===== src/hdl/xgmii_rx_frame_decoder_top_defines.svh =====
// assertion macros for the xgmii receive frame decoder
// included by xgmii_rx_frame_decoder_top.sv, no other dependencies
`ifndef XGMII_RX_FRAME_DECODER_TOP_DEFINES_SVH
`define XGMII_RX_FRAME_DECODER_TOP_DEFINES_SVH

// same-cycle implication, checked out of reset
`define XRFD_ASSERT_NOW(label, clk, rst_n, ante, cons) \
    label: assert property (@(posedge clk) disable iff (!rst_n) (ante) |-> (cons)) \
        else $error("xrfd check failed");

// next-cycle implication, checked out of reset
`define XRFD_ASSERT_NEXT(label, clk, rst_n, ante, cons) \
    label: assert property (@(posedge clk) disable iff (!rst_n) (ante) |=> (cons)) \
        else $error("xrfd check failed");

`endif


===== src/hdl/xrfd_pkg.sv =====
// shared types and constants for the xgmii receive frame decoder
// no dependencies
package xrfd_pkg;

    localparam int DATA_W    = 64;
    localparam int CTRL_W    = 8;
    localparam int BCNT_W    = 4;
    localparam int MAX_LANES = 8;
    localparam int MAX_SEGS  = MAX_LANES / 2 + 1;
    localparam int SEG_W     = $clog2(MAX_SEGS);
    localparam int POS_W     = $clog2(MAX_LANES);
    localparam int Q_DEPTH   = 2;
    localparam int Q_PTR_W   = $clog2(Q_DEPTH);
    localparam int Q_CNT_W   = $clog2(Q_DEPTH + 1);

    localparam logic [7:0] CH_START = 8'hfb;
    localparam logic [7:0] CH_TERM  = 8'hfd;
    localparam logic [7:0] CH_IDLE  = 8'h07;

    typedef struct packed {
        logic [DATA_W-1:0] lane_data;
        logic [CTRL_W-1:0] lane_ctrl;
    } t_xgmii_word;

    typedef struct packed {
        logic [DATA_W-1:0] packed_bytes;
        logic [BCNT_W-1:0] byte_count;
        logic              starts_packet;
        logic              ends_packet;
        logic              dup_start;
        logic              stray_end;
        logic              last;
    } t_rx_result;

    // one classified word: lane routing plus per-segment summary
    typedef struct packed {
        logic [DATA_W-1:0]                lane_data;
        logic [MAX_LANES-1:0]             keep;
        logic [MAX_LANES-1:0][SEG_W-1:0]  seg;
        logic [MAX_LANES-1:0][POS_W-1:0]  pos;
        logic [MAX_SEGS-1:0][BCNT_W-1:0]  seg_cnt;
        logic [MAX_SEGS-1:0]              opened;
        logic [SEG_W-1:0]                 n_term;
        logic                             dup;
        logic                             stray;
    } t_word_rec;

    typedef struct packed {
        logic      wr;
        t_word_rec rec;
    } t_q_write;

    typedef struct packed {
        logic      valid;
        t_word_rec rec;
    } t_q_head;

endpackage


===== src/hdl/xgmii_rx_frame_decoder_top.sv =====
// channel   direction  handshake       payload
// word in   input      push / full     i_in  (xrfd_pkg::t_xgmii_word)
// result    output     empty / pop     o_out (xrfd_pkg::t_rx_result)
//
// one word is taken per cycle while the queue is not full; it gives n_term + 1
// results (one to five), and the back end registers one result per cycle while its
// single result register is free or being popped. the first result is registered
// after the word is written into the two-entry queue. synchronous active-low reset
// clears the in-packet flag, queue pointers and result valid. full rises only when
// both queue entries hold words; a stalled result register holds its value.
// top level of the xgmii receive frame decoder, depends on xrfd_pkg,
// xrfd_front, xrfd_queue, xrfd_back and xgmii_rx_frame_decoder_top_defines.svh
`include "xgmii_rx_frame_decoder_top_defines.svh"

module xgmii_rx_frame_decoder_top #(
    parameter int LANES = 8
) (
    input  logic                  i_clk,
    input  logic                  i_rst_n,
    input  logic                  push,
    output logic                  full,
    input  xrfd_pkg::t_xgmii_word i_in,
    output logic                  empty,
    input  logic                  pop,
    output xrfd_pkg::t_rx_result  o_out
);
    import xrfd_pkg::*;

    t_q_write q_wr;
    t_q_head  q_head;
    logic     q_pop;

    xrfd_front #(
        .LANES (LANES)
    ) u_front (
        .i_clk   (i_clk),
        .i_rst_n (i_rst_n),
        .i_push  (push),
        .i_in    (i_in),
        .i_full  (full),
        .o_wr    (q_wr)
    );

    xrfd_queue u_queue (
        .i_clk   (i_clk),
        .i_rst_n (i_rst_n),
        .i_wr    (q_wr),
        .i_pop   (q_pop),
        .o_full  (full),
        .o_head  (q_head)
    );

    xrfd_back u_back (
        .i_clk   (i_clk),
        .i_rst_n (i_rst_n),
        .i_head  (q_head),
        .o_q_pop (q_pop),
        .o_empty (empty),
        .i_pop   (pop),
        .o_out   (o_out)
    );

    `XRFD_ASSERT_NOW(a_mid_result_is_segment, i_clk, i_rst_n, !empty && !o_out.last, o_out.ends_packet && !o_out.dup_start && !o_out.stray_end)
    `XRFD_ASSERT_NOW(a_last_not_segment, i_clk, i_rst_n, !empty && o_out.last, !o_out.ends_packet)
    `XRFD_ASSERT_NOW(a_count_in_range, i_clk, i_rst_n, !empty, o_out.byte_count <= LANES)
    `XRFD_ASSERT_NEXT(a_no_result_from_nothing, i_clk, i_rst_n, empty && !q_head.valid, empty)

endmodule


===== src/hdl/xrfd_front.sv =====
// front end: accepts xgmii words, scans lanes and tracks the in-packet flag
// depends on xrfd_pkg
module xrfd_front #(
    parameter int LANES = 8
) (
    input  logic                 i_clk,
    input  logic                 i_rst_n,
    input  logic                 i_push,
    input  xrfd_pkg::t_xgmii_word i_in,
    input  logic                 i_full,
    output xrfd_pkg::t_q_write   o_wr
);
    import xrfd_pkg::*;

    logic              r_in_packet;
    logic              n_in_packet;
    logic              accept;
    t_word_rec         rec;
    logic              ip;
    logic [SEG_W-1:0]  seg;
    logic [BCNT_W-1:0] cnt;
    logic [7:0]        lane_byte;

    assign accept = i_push && !i_full;

    always_comb begin
        rec       = '0;
        ip        = r_in_packet;
        seg       = '0;
        cnt       = '0;
        lane_byte = '0;
        for (int l = 0; l < MAX_LANES; l++) begin
            if (l < LANES) begin
                lane_byte = i_in.lane_data[8*l +: 8];
                if (!i_in.lane_ctrl[l]) begin
                    if (ip) begin
                        rec.keep[l] = 1'b1;
                        rec.seg[l]  = seg;
                        rec.pos[l]  = cnt[POS_W-1:0];
                        cnt         = cnt + 1'b1;
                    end
                end else begin
                    case (lane_byte)
                        CH_START: begin
                            if (ip) begin
                                rec.dup = 1'b1;
                            end else begin
                                ip               = 1'b1;
                                rec.opened[seg]  = 1'b1;
                                cnt              = '0;
                            end
                        end
                        CH_TERM: begin
                            if (!ip) begin
                                rec.stray = 1'b1;
                            end else begin
                                rec.seg_cnt[seg] = cnt;
                                seg              = seg + 1'b1;
                                ip               = 1'b0;
                                cnt              = '0;
                            end
                        end
                        CH_IDLE: begin
                        end
                        default: begin
                        end
                    endcase
                end
            end
        end
        rec.seg_cnt[seg] = cnt;
        rec.n_term       = seg;
        rec.lane_data    = i_in.lane_data;
        n_in_packet      = accept ? ip : r_in_packet;
    end

    always_ff @(posedge i_clk) begin
        if (!i_rst_n) begin
            r_in_packet <= 1'b0;
        end else begin
            r_in_packet <= n_in_packet;
        end
    end

    assign o_wr.wr  = accept;
    assign o_wr.rec = rec;

endmodule


===== src/hdl/xrfd_queue.sv =====
// short queue of classified words between front and back end
// depends on xrfd_pkg
module xrfd_queue (
    input  logic               i_clk,
    input  logic               i_rst_n,
    input  xrfd_pkg::t_q_write i_wr,
    input  logic               i_pop,
    output logic               o_full,
    output xrfd_pkg::t_q_head  o_head
);
    import xrfd_pkg::*;

    t_word_rec          r_mem [Q_DEPTH];
    logic [Q_PTR_W-1:0] r_wr_ptr;
    logic [Q_PTR_W-1:0] r_rd_ptr;
    logic [Q_CNT_W-1:0] r_count;
    logic               do_pop;

    assign o_full       = (r_count == Q_CNT_W'(Q_DEPTH));
    assign o_head.valid = (r_count != '0);
    assign o_head.rec   = r_mem[r_rd_ptr];
    assign do_pop       = i_pop && o_head.valid;

    always_ff @(posedge i_clk) begin
        if (i_wr.wr) begin
            r_mem[r_wr_ptr] <= i_wr.rec;
        end
    end

    always_ff @(posedge i_clk) begin
        if (!i_rst_n) begin
            r_wr_ptr <= '0;
            r_rd_ptr <= '0;
            r_count  <= '0;
        end else begin
            if (i_wr.wr) begin
                r_wr_ptr <= r_wr_ptr + 1'b1;
            end
            if (do_pop) begin
                r_rd_ptr <= r_rd_ptr + 1'b1;
            end
            case ({i_wr.wr, do_pop})
                2'b10:   r_count <= r_count + 1'b1;
                2'b01:   r_count <= r_count - 1'b1;
                default: r_count <= r_count;
            endcase
        end
    end

endmodule


===== src/hdl/xrfd_back.sv =====
// back end: walks the segments of the head word and registers one result per cycle
// while its result register is free or being popped; depends on xrfd_pkg
module xrfd_back (
    input  logic                 i_clk,
    input  logic                 i_rst_n,
    input  xrfd_pkg::t_q_head    i_head,
    output logic                 o_q_pop,
    output logic                 o_empty,
    input  logic                 i_pop,
    output xrfd_pkg::t_rx_result o_out
);
    import xrfd_pkg::*;

    logic [SEG_W-1:0] r_k;
    logic             r_out_valid;
    t_rx_result       r_out;
    t_rx_result       res;
    logic             is_last;
    logic             load;

    always_comb begin
        res     = '0;
        is_last = (r_k == i_head.rec.n_term);
        for (int p = 0; p < MAX_LANES; p++) begin
            for (int l = 0; l < MAX_LANES; l++) begin
                if (i_head.rec.keep[l] && i_head.rec.seg[l] == r_k
                        && i_head.rec.pos[l] == p[POS_W-1:0]) begin
                    res.packed_bytes[8*p +: 8] = i_head.rec.lane_data[8*l +: 8];
                end
            end
        end
        res.byte_count    = i_head.rec.seg_cnt[r_k];
        res.starts_packet = i_head.rec.opened[r_k];
        res.ends_packet   = !is_last;
        res.dup_start     = is_last && i_head.rec.dup;
        res.stray_end     = is_last && i_head.rec.stray;
        res.last          = is_last;
    end

    assign load    = i_head.valid && (!r_out_valid || i_pop);
    assign o_q_pop = load && is_last;

    always_ff @(posedge i_clk) begin
        if (load) begin
            r_out <= res;
        end
    end

    always_ff @(posedge i_clk) begin
        if (!i_rst_n) begin
            r_k         <= '0;
            r_out_valid <= 1'b0;
        end else begin
            if (load) begin
                r_out_valid <= 1'b1;
                r_k         <= is_last ? '0 : r_k + 1'b1;
            end else if (i_pop) begin
                r_out_valid <= 1'b0;
            end
        end
    end

    assign o_empty = !r_out_valid;
    assign o_out   = r_out;

endmodule


===== config.mk =====
export PLATFORM = sky130hd
export DESIGN_NAME = xgmii_rx_frame_decoder_top
export DESIGN_NICKNAME = d
export VERILOG_FILES = /design/src/hdl/xrfd_pkg.sv /design/src/hdl/xgmii_rx_frame_decoder_top.sv /design/src/hdl/xrfd_front.sv /design/src/hdl/xrfd_queue.sv /design/src/hdl/xrfd_back.sv
export VERILOG_INCLUDE_DIRS = /design/src /design/src/hdl
export SDC_FILE = /design/constraint.sdc
export NUM_CORES = 1
export LEC_CHECK = 0
export BUFFER_PORTS_ARGS = -buffer_cell sky130_fd_sc_hd__buf_2
export CAP_MARGIN = 25
export CELL_PAD_IN_SITES_DETAIL_PLACEMENT = 1
export CELL_PAD_IN_SITES_GLOBAL_PLACEMENT = 1
export CORE_ASPECT_RATIO = 0.7
export CORE_MARGIN = 2
export CORE_UTILIZATION = 40
export CTS_CLUSTER_SIZE = 16
export DETAILED_ROUTE_END_ITERATION = 7
export GPL_TIMING_DRIVEN = 0
export PLACE_DENSITY = 0.71
export REMOVE_ABC_BUFFERS = 1
export SYNTH_ARGS = -nofsm -noshare
export SYNTH_HDL_FRONTEND = slang
export SYNTH_SLANG_ARGS = --single-unit
export TNS_END_PERCENT = 10

===== constraint.sdc =====
create_clock -name i_clk -period 8.75 [get_ports i_clk]
set_input_delay 1.3125 -clock i_clk [delete_from_list [all_inputs] [get_ports i_clk]]
set_output_delay 1.3125 -clock i_clk [all_outputs]
set_load 0.1 [all_outputs]

==> flow_metrics.tcl, run 1 <==
set metrics [dict create \
    status "finished clean" \
    holdBufCountCts 0 \
    worstReg2RegEnd "u_queue.r_mem[0][24]" \
    syn_avg_cell_area_um2 11.4 \
    antenna_cells 0 \
    crit_arrival_ns 8.84 \
    p_int_mw 4.09 \
    design_area_mm2 0.0248 \
    clock_path_buffers 3 \
    min_from "u_queue.r_count[1]" \
    power.switching_mw 3.44 \
    setup_viol 0 \
    period_needed_ns 8.50 \
    nets 2141 \
    cts_sinks 359 \
    layout_commonest_cell "edfxtp_1" \
    dpl_cell_area_mm2 0.0228 \
    viasPerCell 6.17 \
    cpMostUsedCell "ha_1" \
    slew_headroom 0.240 \
    start_kind "primary input" \
    synth_edf_count 349 \
    cts_tree "done" \
    die_area_mm2 0.0547 \
    io_buffers 150 \
    hold_depth 2 \
    slowest_stage "xnor3_2" \
    root_buffer "clkbuf_16" \
    grt_use_total 0.269 \
    hp-class "flop to flop" \
    clk_pin_slew_ns 0.06 \
    placeableCoreArea_mm2 0.0522 \
    drt_iter0_markers 1639 \
    die_x_um 279 \
    grt_max_degree 69 \
    synth_seq_area_share 0.506 \
    peakVddDrop_mv 0.351 \
    regToRegStartpoint "u_front.r_in_packet" \
    die_h_um 196 \
    finalHoldViolations 0 \
    synthArstFlopShare 0 \
    reg2reg_depth 33 \
    firstDrtPassIters 6 \
    drc 0 \
    ys_ff_latch 359 \
    antenna_found_initial 2 \
    crit_fanout 9 \
    grt_overflow 0 \
    netlist_instances 1854 \
    worstSetupPathType "primary input to flop" \
    netlist_area_mm2 0.0211 \
    power_frac_seq 0.332 \
    cp.required_ns 9.09 \
    initial_core_util 0.405 \
    power_frac_clock 0.228 \
    maxCapViolCount 0 \
    layout-drive-gt1-share 0.219 \
    r2r_slack_ns 0.56 \
    first_global_vias 16800 \
    endpoint_kind "flop" \
    tns_ns 0 \
    p_leak_nw 9.31 \
    p_per_area_mw_per_mm2 304 \
    rows 70 \
    hpwl_mm 56.0 \
    clock_latency_ns 0.59 \
    min_to "u_queue.r_count[1]" \
    ys_warn_count 0 \
    synth.distinct_cells 109 \
    final_cell_mix "edfxtp_1, mux2i_1, buf_2, nor2_1, nand2_1" \
    switching_share 0.457 \
    wl_mm 74.0 \
    h-tree-depth 2 \
    worst_pin_slew_ns 1.14 \
    gp_congestion 0.929 \
    synth_flop_cell "edfxtp_1" \
    ant_nets 0 \
    slowest_delay_ns 0.42 \
    fmax_mhz 118 \
    syn_to_final_growth_pct 17.2 \
    vias 16900 \
    clock_skew_ns 0.0342 \
    wl_per_cell_um 27.0 \
    num_io_pins 151 \
    period_share 0.971 \
    finalMaxSlewViolations 0 \
    cts-buffers-inserted 40 \
    combPwrFrac 0.440 \
    grt_pass1_wl_mm 111 \
]
==> cells by family after synthesis <==
family / share of synthesized area
buffers and inverters: 0.0285
AOI/OAI and AO/OA: 0.154
and+or+nand+nor: 0.139
other: 0.000178
muxes: 0.134
xor gates and xnor gates: 0.0157
adders and majority gates: 0.0239
DFF: 0.506
==> cell type report <==
class / count / area [um^2]
Tap cell: 684 / 856
Clock buffer: 46 / 1040
Sequential cell: 359 / 10700
Multi-Input combinational cell: 1346 / 10200
Inverter: 74 / 299
Fill cell: 5532 / 27400
Clock inverter: 27 / 279
Timing Repair Buffer: 206 / 1410
==> stage by stage <==
step | setup WS [ns] | total power, mW | utilization | hold WS, ns | cells
final | 0.254 | 7.53 | 0.474 | 0.550 | 2742
after global routing | -0.0400 | 7.80 | 0.474 | 0.622 | 2742
after CTS | 0.0315 | 7.51 | 0.468 | 0.562 | 2717
after detailed placement | -3.06 | 5.74 | 0.437 | 0.553 | 2631
after global placement | -3.16 | 5.78 | 0.429 | 0.508 | 2613
after floorplan | -0.0281 | 4.96 | - | 0.491 | 1779
==> cell usage after synthesis (all sizes together), types with 5 or more instances <==
cell | n | area (um^2)
a2111oi | 5 | 62.6
buf | 24 | 121
nor2 | 136 | 523
o211ai | 77 | 578
or3 | 12 | 75.1
o211a | 5 | 50.1
o221ai | 38 | 333
a21boi | 6 | 52.6
o22ai | 26 | 163
a22oi | 8 | 73.8
nor3 | 48 | 268
and3b | 5 | 43.8
nor4 | 13 | 111
a21oi | 83 | 427
nand2 | 124 | 473
a32oi | 6 | 52.6
ha | 38 | 475
mux4 | 10 | 225
dfxtp | 10 | 200
xnor2 | 24 | 244
o31ai | 9 | 109
a221oi | 10 | 87.6
nand2b | 19 | 119
inv | 72 | 270
and3 | 23 | 144
nor3b | 5 | 37.5
mux2 | 52 | 589
o21a | 26 | 195
clkbuf | 54 | 203
nand3 | 56 | 285
mux2i | 199 | 2010
nor2b | 41 | 257
a31oi | 29 | 196
nand4 | 26 | 169
or2 | 16 | 100
o21ai | 64 | 347
edfxtp | 349 | 10500
o32ai | 12 | 131
and2 | 21 | 131
==> registers in the layout, indices dropped and copies added (netlist names), named ones only <==
register,cells
u_queue.r_mem,276
u_back.o_out,73
u_back.r_k,3
u_queue.r_count,2
u_back.r_out_valid,1
u_front.r_in_packet,1
u_queue.r_rd_ptr,1
u_queue.r_wr_ptr,1
==> worst max-delay path, delay by kind of cell <==
family / cells / cell delay [ns]
buf+inv: 10 / 1.28
mux: 1 / 0.29
xor+xnor: 1 / 0.42
compound gates: 7 / 1.46
simple gates: 10 / 2.07
fa+ha+maj: 7 / 1.99
==> power by group through the flow <==
| stage | Sequential (mW) | Clock [mW] | Combinational (mW) |
|---|---|---|---|
| after floorplan | 3.82 | 0 | 1.14 |
| after global placement | 2.71 | 0 | 3.07 |
| after detailed placement | 2.54 | 0 | 3.20 |
| after CTS | 2.51 | 1.76 | 3.25 |
| after global routing | 2.54 | 1.81 | 3.45 |
| final | 2.50 | 1.72 | 3.31 |
==> how the worst max path moves through the flow <==
| stage | slack (ns) | startpoint | end |
|---|---|---|---|
| floorplan | -0.03 | i_in[13] | u_queue.r_mem[0][20] |
| global placement | -3.16 | push | u_queue.r_mem[0][93] |
| detailed placement | -3.06 | i_in[21] | u_queue.r_mem[0][20] |
| CTS | 0.03 | i_in[8] | u_queue.r_mem[1][20] |
| global route | -0.04 | i_in[13] | u_queue.r_mem[0][24] |
| finish | 0.25 | i_in[13] | u_queue.r_mem[0][24] |
==> repair_timing <==
item,in CTS,in global routing
gates resized for setup,48,26
setup buffers,13,21
setup endpoints to repair,68,42
pin swaps,9,14
==> routing by layer <==
| metal | GRT usage | vias up | part of all wire |
|---|---|---|---|
| met3 | 0.0588 | 63 | 0.091 |
| met4 | 0.0414 | 4 | 0.012 |
| met5 | 0 | - | 0.00042 |
| met2 | 0.379 | 663 | 0.42 |
| li1 | - | 7593 | - |
| met1 | 0.424 | 8593 | 0.48 |
(Power assumes the default switching activity.)
==> run 2: changes to the inputs <==
- GPL_TIMING_DRIVEN: 0 -> default
- MAX_ROUTING_LAYER: default -> met4
- PLACE_DENSITY: 0.71 -> 0.68
- clock period: 8.75 -> 9.4 ns (I/O delays scaled with it)
==> run 2 against run 1 <==
Net effect:
- wire length increased by 2.5%
- sequential cell count unchanged
- cell area is 2.2% lower
- clock-buffer cell count rose by 4
==> flow_metrics.tcl, run 2 (same netlist as run 1, synthesis figures left out) <==
set metrics [dict create \
    syn_to_final_growth_pct 14.6 \
    firstDrtPassIters 5 \
    vias 16800 \
    regMostFlops "u_queue.r_mem" \
    first_global_vias 16300 \
    maxCapViolCount 0 \
    grt_max_degree 77 \
    slowest_delay_ns 0.80 \
    worst_pin_slew_ns 1.09 \
    crit_family "simple AND/OR/NAND/NOR gates" \
    min_to "u_back.r_out_valid" \
    largest_reg_flops 276 \
    switching_share 0.457 \
    rows 70 \
    slowest_stage "nor4b_1" \
    status "finished clean" \
    num_io_pins 151 \
    dpl_worst_slack_ns -0.327 \
    placeableCoreArea_mm2 0.0522 \
    finalMaxSlewViolations 0 \
    power_frac_seq 0.336 \
    grt_overflow 0 \
    final_cells 2736 \
    root_buffer "clkbuf_16" \
    worstReg2RegEnd "u_queue.r_mem[1][24]" \
    crit_fanout 9 \
    grt_use_total 0.280 \
    power.switching_mw 3.16 \
    dp.cells 2659 \
    die_x_um 279 \
    ant_nets 0 \
    combPwrFrac 0.440 \
    finalPower_mw 6.90 \
    period_share 0.953 \
    cts_tree "done" \
    reg.largest.list "u_queue.r_mem x276, u_back.o_out x73, u_back.r_k x3" \
    gp_congestion 0.960 \
    r2r_slack_ns 1.00 \
    io_buffers 150 \
    hold_depth 1 \
    wl_per_cell_um 27.7 \
    cp_num_buf_inv 9 \
    wl_mm 75.9 \
    min_from "u_queue.r_count[1]" \
    cts-buffers-inserted 38 \
    endpoint_kind "flop" \
    initial_core_util 0.405 \
    hpwl_mm 56.7 \
    h-tree-depth 2 \
    fmax_mhz 112 \
    viasPerCell 6.15 \
    slew_headroom 0.254 \
    die_area_mm2 0.0547 \
    clock_skew_ns 0.0308 \
    antenna_found_initial 5 \
    grt_pass1_wl_mm 111 \
    setup_viol 0 \
    whs_ns 0.558 \
    p_leak_nw 9.12 \
    reg2reg_depth 39 \
    cpMostUsedCell "ha_1" \
    clock_path_buffers 3 \
    drc 0 \
    crit_arrival_ns 9.23 \
    rsz0062_at_grt "false" \
    period_needed_ns 8.96 \
    worstSetupPathType "primary input to flop" \
    setup_ws_ns 0.444 \
    final_cell_mix "edfxtp_1, mux2i_1, buf_2, nor2_1, nand2_1" \
    cp.required_ns 9.67 \
    regToRegStartpoint "u_front.r_in_packet" \
    die_h_um 196 \
    peakVddDrop_mv 0.273 \
    layout_commonest_cell "edfxtp_1" \
    p_int_mw 3.74 \
    finalHoldViolations 0 \
    power_frac_clock 0.224 \
    clock_latency_ns 0.57 \
    start_kind "primary input" \
    nets 2135 \
    drt_iter0_markers 1874 \
    cts_sinks 359 \
    p_per_area_mw_per_mm2 285 \
    layout-drive-gt1-share 0.197 \
    clk_pin_slew_ns 0.06 \
    hp-class "flop to flop" \
]
run 2: changes by cell type in the layout (fill, tap and decap cells not counted), moves of 3 or more:
| cell | before | now |
|---|---|---|
| buf_12 | 12 | 0 |
| buf_4 | 36 | 46 |
| a21oi_1 | 72 | 80 |
| inv_1 | 54 | 62 |
| a21oi_2 | 8 | 3 |
| clkbuf_1 | 5 | 10 |
| inv_2 | 14 | 10 |
| a21boi_4 | 3 | 0 |
| a21oi_4 | 3 | 0 |
| clkinv_1 | 9 | 6 |
| clkinvlp_4 | 5 | 2 |
| diode_2 | 0 | 3 |
| nor4_4 | 5 | 2 |
run 2: final cells by class:
class | instances | area, um^2
fillers | 5567 | 28000
flip-flops and latches | 359 | 10700
multi-input cells | 1346 | 9910
repair buffers | 202 | 1220
clock buffers | 50 | 1040
well taps | 684 | 856
inverters | 74 | 278
clock inverters | 18 | 215
diodes | 3 | 7.51
run 2: what timing repair did:
action / 4_1_cts / 5_1_grt
resized for setup: 0 / 9
setup endpoints to repair: 0 / 40
setup buffers: 0 / 1
hold buffers: 0 / 0
run 2: worst max-delay path by stage:
stage | from | end | slack (ns) | depth (start not counted)
after CTS | i_in[21] | u_queue.r_mem[0][25] | 0.19 | 37
after global placement | i_in[21] | u_queue.r_mem[0][24] | -0.18 | 38
after global routing | i_in[13] | u_queue.r_mem[0][12] | 0.008 | 38
after detailed placement | i_in[21] | u_queue.r_mem[0][25] | -0.33 | 37
final | i_in[13] | u_queue.r_mem[0][12] | 0.44 | 36
after floorplan | i_in[13] | u_queue.r_mem[0][20] | 0.52 | 35
run 2: power groups by stage:
stage               clock network [mW]  logic [mW]  registers, mW
global placement                     0        2.93           2.34
floorplan                            0        1.06           3.56
finish                            1.55        3.03           2.32
CTS                               1.58        2.97           2.33
global route                      1.64        3.17           2.35
detailed placement                   0        2.96           2.36
run 2: per-stage QoR:
step,cell area (um^2),util,TNS (ns)
after CTS,24000,0.460,0
after floorplan,20800,-,0
after detailed placement,22800,0.436,-8.88
after global placement,22800,0.436,-3.38
final,24200,0.464,0
after global routing,24200,0.464,0
run 2: routing by layer:
layer,vias up,global-route usage,wire [um]
met1,8553,0.437,38000
met3,70,0.0549,6280
met2,642,0.377,30500
li1,7563,-,-
met5,-,-,0
met4,0,0.0442,1060
==> run 3: changes to the inputs <==
- CORE_MARGIN: 2 -> default
- CTS_BUF_LIST: default -> sky130_fd_sc_hd__clkbuf_2 sky130_fd_sc_hd__clkbuf_4 sky130_fd_sc_hd__clkbuf_8
- PLACE_DENSITY: 0.68 -> 0.71
- clock period: 9.4 -> 7.6 ns (I/O delays scaled with it)
==> run 3 against run 2 <==
Net effect:
- sequential share of layout area fell by 1.9 points
- power increased by 22%
- combinational power grew 26%
- cell area is 4.4% higher
- sequential power rose by 23%
- cell count up 6.1%
- utilization rose by 2.1 points
- worst hold slack worse by 0.0021 ns
- largest cell class unchanged
==> flow_metrics.tcl, run 3 (same netlist as run 1, synthesis figures left out) <==
set metrics [dict create \
    vias 17700 \
    crit_fanout 5 \
    status "finished clean" \
    grt_overflow 0 \
    largest_reg_flops 276 \
    drc 0 \
    dpl_cell_area_mm2 0.0237 \
    final_cell_mix "edfxtp_1, mux2i_1, buf_4, buf_2, nor2_1" \
    slowest_delay_ns 0.44 \
    slew_headroom 0.208 \
    layout_commonest_cell "edfxtp_1" \
    die_x_um 277 \
    clock_path_buffers 3 \
    power_frac_seq 0.338 \
    grt_max_degree 140 \
    design_area_mm2 0.0253 \
    cts_tree "done" \
    cp.required_ns 8.03 \
    firstDrtPassIters 5 \
    switching_share 0.465 \
    power.switching_mw 3.93 \
    h-tree-depth 2 \
    nets 2279 \
    setup_viol 0 \
    finalMaxSlewViolations 0 \
    wl_met3_mm 7.97 \
    initial_core_util 0.405 \
    antenna_found_initial 4 \
    first_global_vias 17700 \
    wl_per_cell_um 26.8 \
    cts_sinks 359 \
    power_frac_clock 0.210 \
    num_io_pins 151 \
    viasPerCell 6.09 \
    start_kind "primary input" \
    peakVddDrop_mv 0.312 \
    p_int_mw 4.52 \
    combPwrFrac 0.452 \
    wl_met1_mm 36.8 \
    clock_skew_ns 0.0473 \
    endpoint_kind "flop" \
    crit_arrival_ns 7.73 \
    hp-class "flop to flop" \
    maxCapViolCount 0 \
    reg.largest.list "u_queue.r_mem x276, u_back.o_out x73, u_back.r_k x3" \
    slowest_stage "a222oi_1" \
    fmax_mhz 137 \
    regMostFlops "u_queue.r_mem" \
    grt_pass1_wl_mm 115 \
    wl_mm 77.7 \
    finalHoldViolations 0 \
    p_per_area_mw_per_mm2 334 \
    period_needed_ns 7.30 \
    die_area_mm2 0.0538 \
    worstSetupPathType "primary input to flop" \
    wl_met2_mm 31.8 \
    hpwl_mm 58.9 \
    whs_ns 0.556 \
    ant_nets 0 \
    layout-drive-gt1-share 0.272 \
    holdBufCountCts 0 \
    grt_use_total 0.293 \
    worst_pin_slew_ns 1.18 \
    gp_congestion 1.01 \
    cpMostUsedCell "ha_1" \
    die_h_um 194 \
    root_buffer "clkbuf_8" \
    syn_to_final_growth_pct 19.7 \
    drt_iter0_markers 1966 \
    rows 70 \
    io_buffers 150 \
    routed.top_layer "met4" \
    cts-buffers-inserted 58 \
    clock_latency_ns 0.67 \
    placeableCoreArea_mm2 0.0522 \
    clk_pin_slew_ns 0.06 \
    period_share 0.961 \
    p_leak_nw 9.77 \
]
[run 3: cell count changes in the layout (fill, tap and decap cells not counted), moves of 8 or more]
cell	previous run	this run
clkbuf_16	40	0
clkinv_1	6	14
clkbuf_1	10	0
clkbuf_8	0	62
buf_4	46	172
clkbuf_4	0	18
[run 3: cell type report]
class                      instances  area [um^2]
antenna                            4         10.0
tap                              684          856
multi-input combinational       1346        10100
timing repair buffer             326         2110
sequential                       359        10700
fill                            5620        26900
clock buffer                      80          988
clock inverter                    29          225
inverter                          74          278
[run 3: metal layers]
metal	track usage	vias up
li1	-	7871
met1	0.433	8925
met2	0.400	784
met3	0.0804	86
met4	0.0486	0
met5	-	-
[run 3: power groups by stage]
stage          Sequential, mW  Combinational, mW  Clock [mW]
4_1_cts                  2.86               3.75        1.81
6_report                 2.86               3.82        1.77
3_3_place_gp             2.87               3.67           0
5_1_grt                  2.90               3.97        1.88
2_1_floorplan            4.40               1.32           0
3_5_place_dp             2.90               3.72           0
[run 3: what timing repair did]
item,4_1_cts,5_1_grt
pin swaps,2,15
endpoints found under the hold margin,0,0
endpoints found under the setup margin,40,40
resized for setup,10,40
buffers inserted,1,7
[run 3: final timing paths]
check                                    startpoint              endpoint  slack, ns  depth (start not counted)
worst min register to register   u_queue.r_count[1]    u_queue.r_count[1]       0.56                          2
worst max register to register  u_front.r_in_packet  u_queue.r_mem[0][20]       0.56                         39
worst max-delay path                        i_in[8]  u_queue.r_mem[0][20]       0.30                         39
worst min-delay path             u_queue.r_count[1]    u_queue.r_count[1]       0.56                          2
[run 3: critical path, delay by kind of cell]
kind / cells / cell delay, ns
AOI/OAI and AO/OA: 15 / 3.08
adders and majority gates: 6 / 1.43
buffers and inverters: 10 / 1.07
and+or+nand+nor: 8 / 0.98
[run 3: metrics by stage]
step	setup TNS, ns	power [mW]	setup WS (ns)	util	std cells
detailed placement	-33.68	6.62	-0.979	0.455	2780
floorplan	-79.90	5.71	-1.01	-	1779
global placement	-18.36	6.54	-0.540	0.455	2780
global route	-0.141	8.75	-0.0413	0.484	2900
finish	0	8.45	0.300	0.484	2902
CTS	0	8.42	0.0363	0.479	2890
